`src/sv/hbtt_pkg.sv`:
```
// ----------------------------------------------------------------------------
// hbtt_pkg
// Shared types and constants for the heartbeat timeout table.
// ----------------------------------------------------------------------------
package hbtt_pkg;

   // field widths of the stream words
   localparam int unsigned CMD_W        = 3;
   localparam int unsigned NODE_W       = 4;
   localparam int unsigned NOW_W        = 32;
   localparam int unsigned PERIOD_W     = 32;
   localparam int unsigned REQ_DATA_W   = 40;
   localparam int unsigned RSP_DATA_W   = 8;
   localparam logic [PERIOD_W-1:0] PERIOD_RESET = 32'd1000;

   typedef enum logic [CMD_W-1:0] {
      CMD_TRACK     = 3'd0,
      CMD_UNTRACK   = 3'd1,
      CMD_HEARTBEAT = 3'd2,
      CMD_CHECK     = 3'd3,
      CMD_QUERY     = 3'd4
   } cmd_type;

   typedef enum logic [1:0] {
      STATUS_OK        = 2'd0,
      STATUS_PRESENT   = 2'd1,
      STATUS_NOT_FOUND = 2'd2
   } status_type;

   typedef enum logic [1:0] {
      ST_IDLE,
      ST_READ,
      ST_CMP,
      ST_DONE
   } state_type;

   // result word, packed so that status sits in the lowest bits
   typedef struct packed {
      logic [NODE_W-1:0] failed_node;
      logic              failed;
      logic              tracking;
      status_type        status;
   } rsp_word_type;

endpackage

```
`src/sv/heartbeat_timeout_table_top.sv`:
```
// ----------------------------------------------------------------------------
// heartbeat_timeout_table_top
// Heartbeat failure detector over a table of watched nodes, indexed by node
// number, with a sequenced timeout sweep over a timestamp memory.
// ----------------------------------------------------------------------------
//
//  channel  | direction | handshake            | contents
//  ---------+-----------+----------------------+------------------------------
//  req_     | in        | tvalid/tready        | tuser: command; tdata: node, now
//  rsp_     | out       | tvalid/tready, tlast | tdata: status, tracking,
//           |           |                      |   failed, failed_node
//  csr_     | in        | wr_en only           | timeout period in ticks
//
// Track, untrack, heartbeat and query need no sweep: the word is accepted
// and its result sits in the output register on the next cycle.
// A check walks the table through the single read port of the timestamp
// memory with one shared subtract/compare unit: a read state and a compare
// state per node, then a done state that sends the terminal word.
// req_tready is low during a sweep and while an unaccepted result blocks the
// output register; a stalled rsp_ side holds the sweep on its current node.
// Reset (synchronous) clears the valid and dead marks and loads the period
// with 1000; the timestamp memory is not cleared (no clearing pass).
//
module heartbeat_timeout_table_top #(
   parameter int NODES     = 16,
   parameter int TIME_BITS = 32
) (
   input  logic                             clock,
   input  logic                             reset,

   input  logic                             req_tvalid,
   output logic                             req_tready,
   // [3:0] node, [35:4] now, [39:36] zero
   input  logic [hbtt_pkg::REQ_DATA_W-1:0]  req_tdata,
   // [2:0] command
   input  logic [hbtt_pkg::CMD_W-1:0]       req_tuser,

   output logic                             rsp_tvalid,
   input  logic                             rsp_tready,
   // [1:0] status, [2] tracking, [3] failed, [7:4] failed_node
   output logic [hbtt_pkg::RSP_DATA_W-1:0]  rsp_tdata,
   output logic                             rsp_tlast,

   input  logic                             csr_wr_en,
   input  logic [hbtt_pkg::PERIOD_W-1:0]    csr_wr_data
);

   localparam int IDX_W = (NODES > 1) ? $clog2(NODES) : 1;
   localparam int CMP_W = (TIME_BITS > int'(hbtt_pkg::PERIOD_W)) ?
                          TIME_BITS : int'(hbtt_pkg::PERIOD_W);
   localparam logic [IDX_W-1:0] IDX_LAST = IDX_W'(NODES - 1);

   // ---------------------------------------------------------------------
   // registers
   // ---------------------------------------------------------------------
   hbtt_pkg::state_type             state_ff, state_in;
   logic [hbtt_pkg::PERIOD_W-1:0]   period_ff;
   logic [NODES-1:0]                valid_ff, valid_in;
   logic [NODES-1:0]                dead_ff, dead_in;
   logic [IDX_W-1:0]                idx_ff, idx_in;
   logic [TIME_BITS-1:0]            now_ff, now_in;
   logic [TIME_BITS-1:0]            heard_rd_ff;
   logic                            rsp_valid_ff, rsp_valid_in;
   hbtt_pkg::rsp_word_type          rsp_word_ff, rsp_word_in;
   logic                            rsp_last_ff, rsp_last_in;

   // timestamp store, one entry per node, undefined until written
   logic [TIME_BITS-1:0]            heard_mem [NODES];

   // ---------------------------------------------------------------------
   // request decode
   // ---------------------------------------------------------------------
   hbtt_pkg::cmd_type               req_cmd;
   logic [hbtt_pkg::NODE_W-1:0]     req_node;
   logic [hbtt_pkg::NOW_W-1:0]      req_now;
   logic [CMP_W-1:0]                req_now_wide;
   logic [IDX_W-1:0]                node_idx;
   logic                            in_table;
   logic                            hit;
   logic                            req_fire;
   logic                            out_free;

   assign req_cmd      = hbtt_pkg::cmd_type'(req_tuser);
   assign req_node     = req_tdata[hbtt_pkg::NODE_W-1:0];
   assign req_now      = req_tdata[hbtt_pkg::NODE_W +: hbtt_pkg::NOW_W];
   assign req_now_wide = CMP_W'(req_now);
   assign node_idx     = IDX_W'(req_node);
   assign in_table     = ({{(32 - hbtt_pkg::NODE_W){1'b0}}, req_node} < 32'(NODES));
   assign hit          = in_table && valid_ff[node_idx];

   assign out_free     = !rsp_valid_ff || rsp_tready;
   assign req_fire     = req_tvalid && req_tready;

   // ---------------------------------------------------------------------
   // shared subtract/compare: wrap-around elapsed time vs period
   // ---------------------------------------------------------------------
   logic [TIME_BITS-1:0]            elapsed;
   logic                            late;
   logic                            dead_now;
   logic                            emit_fail;

   assign elapsed   = now_ff - heard_rd_ff;
   assign late      = CMP_W'(elapsed) > CMP_W'(period_ff);
   assign dead_now  = dead_ff[idx_ff] || late;
   assign emit_fail = valid_ff[idx_ff] && dead_now;

   // ---------------------------------------------------------------------
   // next state
   // ---------------------------------------------------------------------
   always_comb begin
      state_in = state_ff;
      unique case (state_ff)
         hbtt_pkg::ST_IDLE: begin
            if (req_fire && req_cmd == hbtt_pkg::CMD_CHECK) begin
               state_in = hbtt_pkg::ST_READ;
            end
         end
         hbtt_pkg::ST_READ: begin
            state_in = hbtt_pkg::ST_CMP;
         end
         hbtt_pkg::ST_CMP: begin
            if (!emit_fail || out_free) begin
               state_in = (idx_ff == IDX_LAST) ? hbtt_pkg::ST_DONE : hbtt_pkg::ST_READ;
            end
         end
         hbtt_pkg::ST_DONE: begin
            if (out_free) begin
               state_in = hbtt_pkg::ST_IDLE;
            end
         end
         default: state_in = hbtt_pkg::ST_IDLE;
      endcase
   end

   // ---------------------------------------------------------------------
   // outputs and datapath controls
   // ---------------------------------------------------------------------
   logic                            mem_we;
   logic                            load_rsp;

   always_comb begin
      req_tready  = 1'b0;
      mem_we      = 1'b0;
      load_rsp    = 1'b0;
      valid_in    = valid_ff;
      dead_in     = dead_ff;
      idx_in      = idx_ff;
      now_in      = now_ff;
      rsp_word_in = '0;
      rsp_last_in = 1'b1;

      unique case (state_ff)
         hbtt_pkg::ST_IDLE: begin
            req_tready = out_free;
            if (req_fire) begin
               unique case (req_cmd)
                  hbtt_pkg::CMD_TRACK: begin
                     load_rsp = 1'b1;
                     if (!in_table) begin
                        rsp_word_in.status = hbtt_pkg::STATUS_NOT_FOUND;
                     end else if (hit) begin
                        rsp_word_in.status = hbtt_pkg::STATUS_PRESENT;
                     end else begin
                        mem_we             = 1'b1;
                        valid_in[node_idx] = 1'b1;
                        dead_in[node_idx]  = 1'b0;
                     end
                  end
                  hbtt_pkg::CMD_UNTRACK: begin
                     load_rsp = 1'b1;
                     if (hit) begin
                        valid_in[node_idx] = 1'b0;
                        dead_in[node_idx]  = 1'b0;
                     end else begin
                        rsp_word_in.status = hbtt_pkg::STATUS_NOT_FOUND;
                     end
                  end
                  hbtt_pkg::CMD_HEARTBEAT: begin
                     load_rsp = 1'b1;
                     if (hit) begin
                        mem_we            = 1'b1;
                        dead_in[node_idx] = 1'b0;
                     end else begin
                        rsp_word_in.status = hbtt_pkg::STATUS_NOT_FOUND;
                     end
                  end
                  hbtt_pkg::CMD_CHECK: begin
                     idx_in = '0;
                     now_in = req_now_wide[TIME_BITS-1:0];
                  end
                  hbtt_pkg::CMD_QUERY: begin
                     load_rsp             = 1'b1;
                     rsp_word_in.tracking = hit;
                  end
                  default: begin
                     // unused codes: plain terminal word
                     load_rsp = 1'b1;
                  end
               endcase
            end
         end
         hbtt_pkg::ST_READ: begin
         end
         hbtt_pkg::ST_CMP: begin
            if (!emit_fail || out_free) begin
               if (valid_ff[idx_ff]) begin
                  dead_in[idx_ff] = dead_now;
               end
               idx_in = idx_ff + IDX_W'(1);
               if (emit_fail) begin
                  load_rsp                = 1'b1;
                  rsp_last_in             = 1'b0;
                  rsp_word_in.failed      = 1'b1;
                  rsp_word_in.failed_node = hbtt_pkg::NODE_W'(idx_ff);
               end
            end
         end
         hbtt_pkg::ST_DONE: begin
            load_rsp = out_free;
         end
         default: begin
         end
      endcase
   end

   always_comb begin
      if (load_rsp) begin
         rsp_valid_in = 1'b1;
      end else if (rsp_tready) begin
         rsp_valid_in = 1'b0;
      end else begin
         rsp_valid_in = rsp_valid_ff;
      end
   end

   // ---------------------------------------------------------------------
   // control registers
   // ---------------------------------------------------------------------
   always_ff @(posedge clock) begin
      if (reset) begin
         state_ff     <= hbtt_pkg::ST_IDLE;
         period_ff    <= hbtt_pkg::PERIOD_RESET;
         valid_ff     <= '0;
         dead_ff      <= '0;
         rsp_valid_ff <= 1'b0;
      end else begin
         state_ff     <= state_in;
         valid_ff     <= valid_in;
         dead_ff      <= dead_in;
         rsp_valid_ff <= rsp_valid_in;
         if (csr_wr_en) begin
            period_ff <= csr_wr_data;
         end
      end
   end

   // payload registers
   always_ff @(posedge clock) begin
      idx_ff <= idx_in;
      now_ff <= now_in;
      if (load_rsp) begin
         rsp_word_ff <= rsp_word_in;
         rsp_last_ff <= rsp_last_in;
      end
   end

   // timestamp memory: one write port, one registered read port
   always_ff @(posedge clock) begin
      if (mem_we) begin
         heard_mem[node_idx] <= req_now_wide[TIME_BITS-1:0];
      end
      heard_rd_ff <= heard_mem[idx_ff];
   end

   assign rsp_tvalid = rsp_valid_ff;
   assign rsp_tdata  = rsp_word_ff;
   assign rsp_tlast  = rsp_last_ff;

endmodule
```
`config.mk`:
```
export PLATFORM = sky130hd
export DESIGN_NAME = heartbeat_timeout_table_top
export DESIGN_NICKNAME = d
export VERILOG_FILES = /design/src/sv/hbtt_pkg.sv /design/src/sv/heartbeat_timeout_table_top.sv
export SDC_FILE = /design/constraint.sdc
export NUM_CORES = 1
export LEC_CHECK = 0
export BUFFER_PORTS_ARGS = -buffer_cell sky130_fd_sc_hd__buf_4
export CAP_MARGIN = 20
export CORE_MARGIN = 2
export CORE_UTILIZATION = 40
export CTS_BUF_LIST = sky130_fd_sc_hd__clkbuf_4 sky130_fd_sc_hd__clkbuf_8 sky130_fd_sc_hd__clkbuf_16
export CTS_CLUSTER_DIAMETER = 50
export DETAILED_ROUTE_END_ITERATION = 16
export PLACE_DENSITY_LB_ADDON = 0.05
export SLEW_MARGIN = 0
export SYNTH_ARGS = -nofsm -noshare
export SYNTH_HDL_FRONTEND = slang
export SYNTH_SLANG_ARGS = --single-unit
```
`constraint.sdc`:
```
create_clock -name clock -period 6.8 [get_ports clock]
set_clock_uncertainty 0.1 [all_clocks]
set_input_delay 1.36 -clock clock [delete_from_list [all_inputs] [get_ports clock]]
set_output_delay 1.36 -clock clock [all_outputs]
set_load 0.005 [all_outputs]
```
==> reports/results.ini, run 1 <==
[status]
status = complete, no violations

[power]
p_switching_mw = 1.96
vdd_drop_max_v = 0.000163
finalPower_mw = 9.34
combPwrFrac = 0.047
power_leakage_nw = 10.8
internal_power_mw = 7.38
seq_power_share = 0.472
power_per_cell_area_mw_per_mm2 = 294
p_sw_frac = 0.210
clkPwrFrac = 0.481

[yosys]
synthCells = 1532
synthArstFlopShare = 0
synthFlopType = edfxtp_1
synth_edf_count = 557
seq_area_frac_synth = 0.689
synth.distinct_cells = 60
yosysWarnings = 0
synth-seq-cells = 656
syn-num-nets = 1680
avgSynthCellArea_um2 = 17.7
synth_area_mm2 = 0.0272

[clock_tree]
clk_pin_slew_ns = 0.05
cts_tree = built
clock_sinks = 656
h-tree-depth = 3
cts-root-buf = clkbuf_16
postCtsSetupBuffers = 0
post_cts_resized = 0
insertion_delay_ns = 0.61
cts_buffer_depth = 3
numCtsBuffers = 82
holdBufCountCts = 0

[timing]
slew_viol_final = 0
relSlewSlack = 0.290
tightest_slew_ns = 1.06
timing.setup.tns_ns = 0
period_share = 0.943
rsz0062_at_grt = no
fin_crit_ns = 6.41
setup_violations = 0
fmax_mhz = 156
hold_viol = 0

[global_route]
grt_overflow_total = 0
grtUsageTotal = 0.194
grt_max_degree = 140
antenna_found_initial = 1
grt_pass1_wl_um = 99200
grt_pass1_vias = 14700

[final_layout]
layout_common_cells = edfxtp_1, mux4_2, buf_4, dfxtp_1, clkbuf_16
diodes = 0
fin_nets = 1808
syn_to_final_growth_pct = 17.0
drive_gt1_frac = 0.270
layout_commonest_cell = edfxtp_1

[critical_path]
cpPeakStageDelay_ns = 0.60
crit_path_start_kind = flop
path_max_fanout = 18
crit_chain = inv_1 -> ha_1 -> inv_1 -> fa_1 -> a211o_1 -> a2111oi_2 -> o21ai_0 -> a221o_1 -> o21a_1 -> o21a_1 -> o21a_1 -> o32ai_1 -> xnor2_1 -> ha_1 -> a221oi_1 -> o21ai_0 -> a31oi_1 -> nor3_1 -> a2111oi_2 -> nor3_1 -> buf_4 -> nand2_1 -> o21a_1
path_class = reg -> reg
cp_common_cell = o21a_1
crit_family = compound AO/OA/AOI/OAI gates
worstPathRequired_ns = 7.00
worst-path-buf-inv = 3
arrival_ns = 6.61
crit_slowest_cell = a2111oi_2
end_kind = flop

[detailed_routing]
via_per_inst = 5.53
wl_per_cell_um = 25.7
drc = 0
first_iter_violations = 1107
drtAntennaViolNets = 0
routed_wl_um = 66800
dr.pass1.iters = 5
vias = 14400

[die]
core_area_mm2 = 0.0672
core.rowCount = 95
initial_utilization = 0.404
io_pins = 91
die_w_um = 265
dieArea_mm2 = 0.0700
chipHeight_um = 265

[place]
numPortBuffers = 86
hpwlAfterDp_um = 36800
gp_congestion = 0.809

[hold_path]
hold_path.class = reg -> reg

[flow_run]
drv_cap = 0

==> worst register-to-register path: stages, from the launching register on <==
cell       delay [ns]
edfxtp_1         0.37
inv_1            0.07
ha_1             0.18
inv_1            0.06
fa_1             0.43
a211o_1          0.32
a2111oi_2        0.39
o21ai_0          0.27
a221o_1          0.40
o21a_1           0.21
o21a_1           0.18
o21a_1           0.18
o32ai_1          0.33
xnor2_1          0.26
ha_1             0.34
a221oi_1         0.25
o21ai_0          0.13
a31oi_1          0.22
nor3_1           0.09
a2111oi_2        0.60
nor3_1           0.11
buf_4            0.23
nand2_1          0.11
o21a_1           0.25
==> stage by stage <==
stage          worst slack (ns)  utilization  std cells  hold WS [ns]  cell area [µm²]
2_1_floorplan              1.01            -       1532         0.342            27200
3_3_place_gp              0.405        0.431       2449         0.352            28900
3_5_place_dp              0.408        0.431       2449         0.363            28900
4_1_cts                   0.393        0.473       2601         0.371            31800
5_1_grt                   0.140        0.473       2601         0.396            31800
6_report                  0.389        0.473       2601         0.373            31800
==> worst paths after layout <==
| path | start | endpoint | slack (ns) | cells past startpoint |
|---|---|---|---|---|
| min | dead_ff[9] | dead_ff[9] | 0.37 | 2 |
| max reg2reg | now_ff[0] | idx_ff[0] | 0.39 | 23 |
| max | now_ff[0] | idx_ff[0] | 0.39 | 23 |
| min reg2reg | dead_ff[9] | dead_ff[9] | 0.37 | 2 |
==> cell type report <==
cell class / count / area, µm²
clock buffers: 108 / 2320
clock inverters: 44 / 536
fillers: 5669 / 35400
inverters: 83 / 312
multi-input cells: 722 / 7930
flip-flops and latches: 656 / 18700
well taps: 873 / 1090
repair buffers: 115 / 901
==> layer usage <==
metal  global-route usage  up-vias  part of all wire
li1                     -     6434                 -
met2                0.308      338              0.47
met1                0.278     7538              0.46
met4               0.0537        2             0.018
met3               0.0316       74             0.047
met5                    0        -           0.00015
==> power by group through the flow <==
| stage | logic (mW) | clock network, mW | registers (mW) |
|---|---|---|---|
| final | 0.442 | 4.49 | 4.41 |
| after floorplan | 0.265 | 0 | 4.49 |
| after detailed placement | 0.446 | 0 | 4.49 |
| after CTS | 0.448 | 4.60 | 4.41 |
| after global placement | 0.438 | 0 | 4.49 |
| after global routing | 0.489 | 4.76 | 4.41 |
==> cell usage after synthesis (3+ instances only) <==
master,count,area share
edfxtp_1,557,0.62
mux4_2,175,0.15
dfxtp_1,99,0.073
inv_1,83,0.011
nor2_1,77,0.011
ha_1,67,0.031
a21oi_1,47,0.0087
clkbuf_1,45,0.0062
nand2_1,36,0.0050
nor3_1,29,0.0053
mux2i_1,26,0.0096
a211oi_1,22,0.0061
a21o_1,22,0.0061
buf_1,19,0.0026
a22oi_1,18,0.0050
nand3_1,17,0.0031
o21ai_0,17,0.0031
o21a_1,15,0.0041
o311ai_1,15,0.0048
xnor2_1,14,0.0045
and3_1,13,0.0030
nand2b_1,13,0.0030
o21ai_1,11,0.0020
xor2_1,11,0.0035
o211ai_1,10,0.0028
nor4_1,7,0.0016
nand4_1,6,0.0014
o21bai_1,6,0.0017
nor2b_1,5,0.0012
o41ai_1,4,0.0013
a31oi_1,3,0.00069
buf_2,3,0.00055
buf_6,3,0.0012
==> state kept, by name, indices dropped and copies added (netlist names), named ones only <==
| register | count |
|---|---|
| heard_mem | 512 |
| heard_rd_ff | 32 |
| now_ff | 32 |
| period_ff | 32 |
| dead_ff | 16 |
| rsp_tdata | 8 |
| idx_ff | 4 |
| state_ff | 2 |
| rsp_tlast | 1 |
| rsp_tvalid | 1 |
==> cell families (layout without fill, tap and decap cells) <==
| kind of cell | after synthesis | in the layout | share of synthesized area |
|---|---|---|---|
| compound gates | 213 | 213 | 0.0550 |
| xor+xnor | 26 | 26 | 0.00907 |
| fa+ha+maj | 68 | 68 | 0.0316 |
| buf+inv | 154 | 350 | 0.0224 |
| flops | 656 | 656 | 0.689 |
| mux | 201 | 201 | 0.155 |
| simple gates | 214 | 214 | 0.0386 |
No activity file was read; power rests on OpenSTA's default activity.
==> run 2, diff against run 1 <==
--- a/config.mk
+++ b/config.mk
@@ -8,7 +8,7 @@
 export BUFFER_PORTS_ARGS = -buffer_cell sky130_fd_sc_hd__buf_4
 export CAP_MARGIN = 20
 export CORE_MARGIN = 2
-export CORE_UTILIZATION = 40
+export CORE_UTILIZATION = 32
 export CTS_BUF_LIST = sky130_fd_sc_hd__clkbuf_4 sky130_fd_sc_hd__clkbuf_8 sky130_fd_sc_hd__clkbuf_16
 export CTS_CLUSTER_DIAMETER = 50
 export DETAILED_ROUTE_END_ITERATION = 16
==> run 2 against run 1 <==
- total power up 3.1%
- sequential share of layout area decreased by 0.99 points
- worst setup slack gained 0.12 ns
- critical endpoint is now dead_ff[7]
- critical path type unchanged
- highest routed layer is now met4
==> reports/results.ini, run 2 (synthesized netlist as in run 1, its figures left out) <==
[status]
status = complete, no violations  ; unchanged

[critical_path]
cpPeakStageDelay_ns = 0.45  ; was 0.60 ns
path_class = reg -> reg  ; unchanged
path_max_fanout = 16  ; was 18
cp_common_cell = o21a_1  ; unchanged
rrSetupSlack_ns = 0.51  ; was 0.39 ns
crit_chain = inv_1 -> ha_1 -> inv_1 -> fa_1 -> a211o_1 -> a2111oi_2 -> o21ai_0 -> a221o_1 -> o21a_1 -> o21a_1 -> o21a_1 -> o32ai_1 -> xnor2_1 -> ha_1 -> a221oi_1 -> o21ai_0 -> a31oi_1 -> nor3_1 -> a2111oi_4 -> nor3_1 -> buf_4 -> o311ai_1 -> o41ai_1  ; was inv_1 -> ha_1 -> inv_1 -> fa_1 -> a211o_1 -> a2111oi_2 -> o21ai_0 -> a221o_1 -> o21a_1 -> o21a_1 -> o21a_1 -> o32ai_1 -> xnor2_1 -> ha_1 -> a221oi_1 -> o21ai_0 -> a31oi_1 -> nor3_1 -> a2111oi_2 -> nor3_1 -> buf_4 -> nand2_1 -> o21a_1
r2r_start = now_ff[0]  ; unchanged
arrival_ns = 6.67  ; was 6.61 ns
critPathLaunch = now_ff[0]  ; unchanged
crit_path_start_kind = flop  ; unchanged
end_kind = flop  ; unchanged
worstPathRequired_ns = 7.18  ; was 7.00 ns
crit_slowest_cell = a2111oi_4  ; was a2111oi_2

[detailed_routing]
drtAntennaViolNets = 0  ; unchanged
vias = 14400  ; about the same
routed_wl_um = 72700  ; was 66800 µm
wl_per_cell_um = 25.3  ; was 25.7 µm
drc = 0  ; unchanged
met1_length_um = 33700  ; was 30800 µm
dr.pass1.iters = 5  ; unchanged
met2_length_um = 34800  ; was 31700 µm
via_per_inst = 5.01  ; was 5.53
first_iter_violations = 933  ; was 1107
top_layer = met4  ; was met5
met3RoutedLength_um = 2620  ; was 3160 µm

[flow_run]
drv_cap = 0  ; unchanged

[hold_path]
hold_start = dead_ff[14]  ; was dead_ff[9]
hold_path.class = reg -> reg  ; unchanged

[global_route]
grt_pass1_vias = 15100  ; was 14700
antenna_found_initial = 0  ; was 1
grt_pass1_wl_um = 106000  ; was 99200 µm
grt_max_degree = 56  ; was 140
grtUsageTotal = 0.170  ; was 0.194
grt_overflow_total = 0  ; unchanged

[place]
hpwlAfterDp_um = 41300  ; was 36800 µm
gp_congestion = 0.763  ; was 0.809
pre_cts_slack_ns = 0.310  ; was 0.408 ns
place_area_mm2 = 0.0293  ; was 0.0289 mm²
numPortBuffers = 86  ; unchanged

[final_layout]
diodes = 0  ; unchanged
fin_nets = 1820  ; was 1808
drive_gt1_frac = 0.272  ; was 0.270
multi_input_area_mm2 = 0.00793  ; about the same
syn_to_final_growth_pct = 19.0  ; was 17.0%
fin_area_mm2 = 0.0323  ; was 0.0318 mm²
top_register = heard_mem  ; unchanged
ff_latch_area_mm2 = 0.0187  ; unchanged
layout_common_cells = edfxtp_1, mux4_2, buf_4, dfxtp_1, clkbuf_16  ; unchanged
largest_reg_flops = 512  ; unchanged
final_util = 0.386  ; was 0.473
layout_commonest_cell = edfxtp_1  ; unchanged
fill_cells = 7793  ; was 5669

[die]
core_area_mm2 = 0.0838  ; was 0.0672 mm²
dieArea_mm2 = 0.0872  ; was 0.0700 mm²
io_pins = 91  ; unchanged
initial_utilization = 0.324  ; was 0.404
core.rowCount = 106  ; was 95
chipHeight_um = 295  ; was 265 µm
die_w_um = 295  ; was 265 µm

[clock_tree]
clk_pin_slew_ns = 0.06  ; was 0.05 ns
cts_buffer_depth = 3  ; unchanged
insertion_delay_ns = 0.62  ; was 0.61 ns
numCtsBuffers = 89  ; was 82
cts-root-buf = clkbuf_16  ; unchanged
holdBufCountCts = 0  ; unchanged
clock_sinks = 656  ; unchanged
cts_tree = built  ; unchanged
h-tree-depth = 3  ; unchanged

[timing]
setup_ws_ns = 0.511  ; was 0.389 ns
relSlewSlack = 0.309  ; was 0.290
hold_viol = 0  ; unchanged
rsz0062_at_grt = no  ; unchanged
fmax_mhz = 159  ; was 156 MHz
slew_viol_final = 0  ; unchanged
period_share = 0.925  ; was 0.943
tightest_slew_ns = 1.03  ; was 1.06 ns
timing.setup.tns_ns = 0  ; unchanged
setup_violations = 0  ; unchanged
fin_crit_ns = 6.29  ; was 6.41 ns

[power]
power_per_cell_area_mw_per_mm2 = 298  ; was 294 mW/mm²
vdd_drop_max_v = 0.000211  ; was 0.000163 V
power_leakage_nw = 11.0  ; was 10.8 nW
finalPower_mw = 9.63  ; was 9.34 mW

[run 2: worst max-delay path: cells and delay by family (launching register included)]
family,cells,cell delay (ns)
adders and majority gates,3,0.94
AOI/OAI and AO/OA,14,3.86
DFF,1,0.37
xor gates and xnor gates,1,0.27
buffers and inverters,3,0.36
and+or+nand+nor,2,0.26
[run 2: final timing paths]
kind / end / cells after the start
hold reg to reg: dead_ff[14] / 2
setup reg to reg: dead_ff[7] / 23
hold / removal: dead_ff[14] / 2
setup / recovery: dead_ff[7] / 23
[run 2: layer usage]
metal / vias up / track usage
met2: 297 / 0.275
met5: - / 0
met4: 0 / 0.0462
met3: 102 / 0.0232
li1: 6450 / -
met1: 7546 / 0.240
[run 2: where the power goes]
| group | internal, mW | switching [mW] | leakage [nW] |
|---|---|---|---|
| logic | 0.180 | 0.266 | 3.61 |
| clock network | 3.00 | 1.77 | 1.52 |
| registers | 4.40 | 0.0158 | 5.83 |
| total | 7.58 | 2.05 | 11.0 |
[run 2: area by class of cell]
cell class	instances	share of cell area
multi-input cells	722	0.245
well taps	1134	0.0439
inverters	83	0.00964
clock buffers	104	0.0746
clock inverters	57	0.0201
flip-flops and latches	656	0.579
repair buffers	120	0.0279
[run 2: timing repair]
item                                    CTS  global route
gates resized for setup                   0             1
hold endpoints to repair                  0             0
endpoints found under the setup margin    0            24
buffers inserted                          0             0
[run 2: through the flow]
step                hold slack [ns]  instances
finish                        0.371       2876
global placement              0.354       2715
floorplan                     0.342       1532
global route                  0.393       2876
CTS                           0.374       2876
detailed placement            0.361       2715
==> run 3, diff against run 2 <==
--- a/config.mk
+++ b/config.mk
@@ -7,12 +7,14 @@
 export LEC_CHECK = 0
 export BUFFER_PORTS_ARGS = -buffer_cell sky130_fd_sc_hd__buf_4
 export CAP_MARGIN = 20
+export CORE_ASPECT_RATIO = 1.75
 export CORE_MARGIN = 2
 export CORE_UTILIZATION = 32
 export CTS_BUF_LIST = sky130_fd_sc_hd__clkbuf_4 sky130_fd_sc_hd__clkbuf_8 sky130_fd_sc_hd__clkbuf_16
 export CTS_CLUSTER_DIAMETER = 50
 export DETAILED_ROUTE_END_ITERATION = 16
 export PLACE_DENSITY_LB_ADDON = 0.05
+export REMOVE_ABC_BUFFERS = 1
 export SLEW_MARGIN = 0
 export SYNTH_ARGS = -nofsm -noshare
 export SYNTH_HDL_FRONTEND = slang
==> run 3 against run 2 <==
- clock power down 19%
- die area up 0.10%
- maximum frequency up 5.9%
- critical path type unchanged
- critical endpoint is now idx_ff[3]
- largest cell class unchanged
==> reports/results.ini, run 3 (synthesized netlist as in run 1, its figures left out) <==
[clock_tree]
h-tree-depth = 3  ; unchanged
clock_sinks = 656  ; unchanged
holdBufCountCts = 0  ; unchanged
postCtsSetupBuffers = 0  ; unchanged
insertion_delay_ns = 0.64  ; was 0.62 ns
cts-root-buf = clkbuf_16  ; unchanged
cts_tree = built  ; unchanged
numCtsBuffers = 69  ; was 89
cts_buffer_depth = 3  ; unchanged
clk_pin_slew_ns = 0.06  ; about the same
post_cts_resized = 0  ; unchanged

[status]
status = complete, no violations  ; unchanged

[critical_path]
cp_common_cell = o21a_1  ; unchanged
r2r-end = idx_ff[3]  ; was dead_ff[7]
r2r_start = now_ff[0]  ; unchanged
cpPeakStageDelay_ns = 0.49  ; was 0.45 ns
crit_family = compound AO/OA/AOI/OAI gates  ; unchanged
path_max_fanout = 18  ; was 16
end_kind = flop  ; unchanged
path_class = reg -> reg  ; unchanged
crit_chain = inv_1 -> ha_1 -> inv_1 -> fa_1 -> a211o_1 -> a2111oi_2 -> o21ai_0 -> a221o_1 -> o21a_1 -> o21a_1 -> o21a_1 -> o32ai_1 -> xnor2_1 -> ha_1 -> a221oi_1 -> o21ai_0 -> a31oi_1 -> nor3_1 -> a2111oi_2 -> nor3_1 -> buf_4 -> nand2_1 -> o21a_1  ; was inv_1 -> ha_1 -> inv_1 -> fa_1 -> a211o_1 -> a2111oi_2 -> o21ai_0 -> a221o_1 -> o21a_1 -> o21a_1 -> o21a_1 -> o32ai_1 -> xnor2_1 -> ha_1 -> a221oi_1 -> o21ai_0 -> a31oi_1 -> nor3_1 -> a2111oi_4 -> nor3_1 -> buf_4 -> o311ai_1 -> o41ai_1
cp.depth = 23  ; unchanged
worst-path-buf-inv = 3  ; unchanged
rrSetupSlack_ns = 0.86  ; was 0.51 ns
crit_slowest_cell = a2111oi_2  ; was a2111oi_4
worstPathRequired_ns = 7.02  ; was 7.18 ns
reg2reg_depth = 23  ; unchanged
crit_path_start_kind = flop  ; unchanged
arrival_ns = 6.16  ; was 6.67 ns

[timing]
period_share = 0.873  ; was 0.925
slew_viol_final = 0  ; unchanged
fin_crit_ns = 5.94  ; was 6.29 ns
tightest_slew_ns = 1.10  ; was 1.03 ns
setup_violations = 0  ; unchanged
fmax_mhz = 168  ; was 159 MHz
hold_viol = 0  ; unchanged
relSlewSlack = 0.260  ; was 0.309
fin_hold_ws_ns = 0.369  ; was 0.371 ns
timing.setup.tns_ns = 0  ; unchanged
rsz0062_at_grt = no  ; unchanged

[die]
core_area_mm2 = 0.0843  ; was 0.0838 mm²
chipHeight_um = 389  ; was 295 µm
dieArea_mm2 = 0.0873  ; was 0.0872 mm²
die_w_um = 224  ; was 295 µm
initial_utilization = 0.322  ; was 0.324
io_pins = 91  ; unchanged
core.rowCount = 141  ; was 106

[final_layout]
stdcell_count = 2788  ; was 2876
drive_gt1_frac = 0.262  ; was 0.272
diodes = 0  ; unchanged
fin_area_mm2 = 0.0316  ; was 0.0323 mm²
layout_commonest_cell = edfxtp_1  ; unchanged
fin_nets = 1809  ; was 1820
layout_common_cells = edfxtp_1, mux4_2, buf_4, dfxtp_1, inv_1  ; was edfxtp_1, mux4_2, buf_4, dfxtp_1, clkbuf_16
fill_cells = 7841  ; was 7793
syn_to_final_growth_pct = 16.4  ; was 19.0%
top_register = heard_mem  ; unchanged
largest_reg_flops = 512  ; unchanged

[detailed_routing]
routed_wl_um = 75400  ; was 72700 µm
vias = 14400  ; unchanged
drtAntennaViolNets = 0  ; unchanged
first_iter_violations = 1109  ; was 933
wl_per_cell_um = 27.0  ; was 25.3 µm
via_per_inst = 5.16  ; was 5.01
drc = 0  ; unchanged
dr.pass1.iters = 6  ; was 5

[place]
post-place-cells = 2662  ; was 2715
hpwlAfterDp_um = 44500  ; was 41300 µm
gp_congestion = 0.823  ; was 0.763
place_area_mm2 = 0.0293  ; about the same
numPortBuffers = 86  ; unchanged

[global_route]
antenna_found_initial = 0  ; unchanged
grt_overflow_total = 0  ; unchanged
grt_pass1_wl_um = 110000  ; was 106000 µm
grtUsageMet1 = 0.217  ; was 0.240
grt_pass1_vias = 15600  ; was 15100
grt.busiest_layer = met2  ; unchanged
grt_max_degree = 56  ; unchanged
met3_usage = 0.0287  ; was 0.0232
met2_usage = 0.311  ; was 0.275
grtUsageTotal = 0.177  ; was 0.170

[hold_path]
min_to = dead_ff[14]  ; unchanged
hold_path.class = reg -> reg  ; unchanged
hold_start = dead_ff[14]  ; unchanged
worst_hold_path.num_cells = 2  ; unchanged

[power]
power_leakage_nw = 10.6  ; was 11.0 nW
power_per_cell_area_mw_per_mm2 = 276  ; was 298 mW/mm²
finalPower_mw = 8.72  ; was 9.63 mW
vdd_drop_max_v = 0.000138  ; was 0.000211 V

[flow_run]
drv_cap = 0  ; unchanged

-- run 3: changes by cell type in the layout (fill, tap and decap cells not counted), moves of 5 or more --
cell / delta
buf_12: +5
clkbuf_8: +6
clkbuf_4: +6
clkbuf_16: -23
bufinv_16: -7
clkinv_2: -10
-- run 3: area by class of cell --
class	count	area, µm²	area share
Clock buffer	93	1960	0.0621
Clock inverter	33	335	0.0106
Tap cell	1072	1340	0.0424
Sequential cell	656	18700	0.592
Inverter	83	312	0.00985
Multi-Input combinational cell	722	7940	0.251
Timing Repair Buffer	129	1030	0.0326
-- run 3: routing by layer --
metal / part of all wire / up-vias
met2: 0.52 / 298
met3: 0.033 / 112
li1: - / 6420
met1: 0.41 / 7565
met4: 0.034 / 0
met5: 0 / -
-- run 3: worst reg2reg max path, stage by stage, from the launching register on --
cell	delay, ns
edfxtp_1	0.36
inv_1	0.06
ha_1	0.16
inv_1	0.06
fa_1	0.42
a211o_1	0.33
a2111oi_2	0.38
o21ai_0	0.30
a221o_1	0.40
o21a_1	0.20
o21a_1	0.19
o21a_1	0.17
o32ai_1	0.26
xnor2_1	0.17
ha_1	0.29
a221oi_1	0.26
o21ai_0	0.12
a31oi_1	0.20
nor3_1	0.08
a2111oi_2	0.49
nor3_1	0.10
buf_4	0.22
nand2_1	0.11
o21a_1	0.23
-- run 3: worst max-delay path by stage --
stage,start,to
after global placement,now_ff[0],idx_ff[1]
after detailed placement,now_ff[0],idx_ff[3]
after floorplan,idx_ff[0],idx_ff[0]
after CTS,now_ff[0],idx_ff[3]
after global routing,now_ff[0],idx_ff[3]
final,now_ff[0],idx_ff[3]
-- run 3: power breakdown --
| group | switching, mW | leakage (nW) | internal, mW |
|---|---|---|---|
| clock | 1.63 | 1.15 | 2.24 |
| combinational | 0.263 | 3.66 | 0.181 |
| sequential | 0.0156 | 5.83 | 4.39 |
| total | 1.91 | 10.6 | 6.81 |
-- run 3: through the flow --
| step | setup slack [ns] | utilization |
|---|---|---|
| after CTS | 0.786 | 0.375 |
| after global placement | 0.758 | 0.348 |
| after global routing | 0.421 | 0.375 |
| after floorplan | -1.26 | - |
| final | 0.862 | 0.375 |
| after detailed placement | 0.818 | 0.348 |
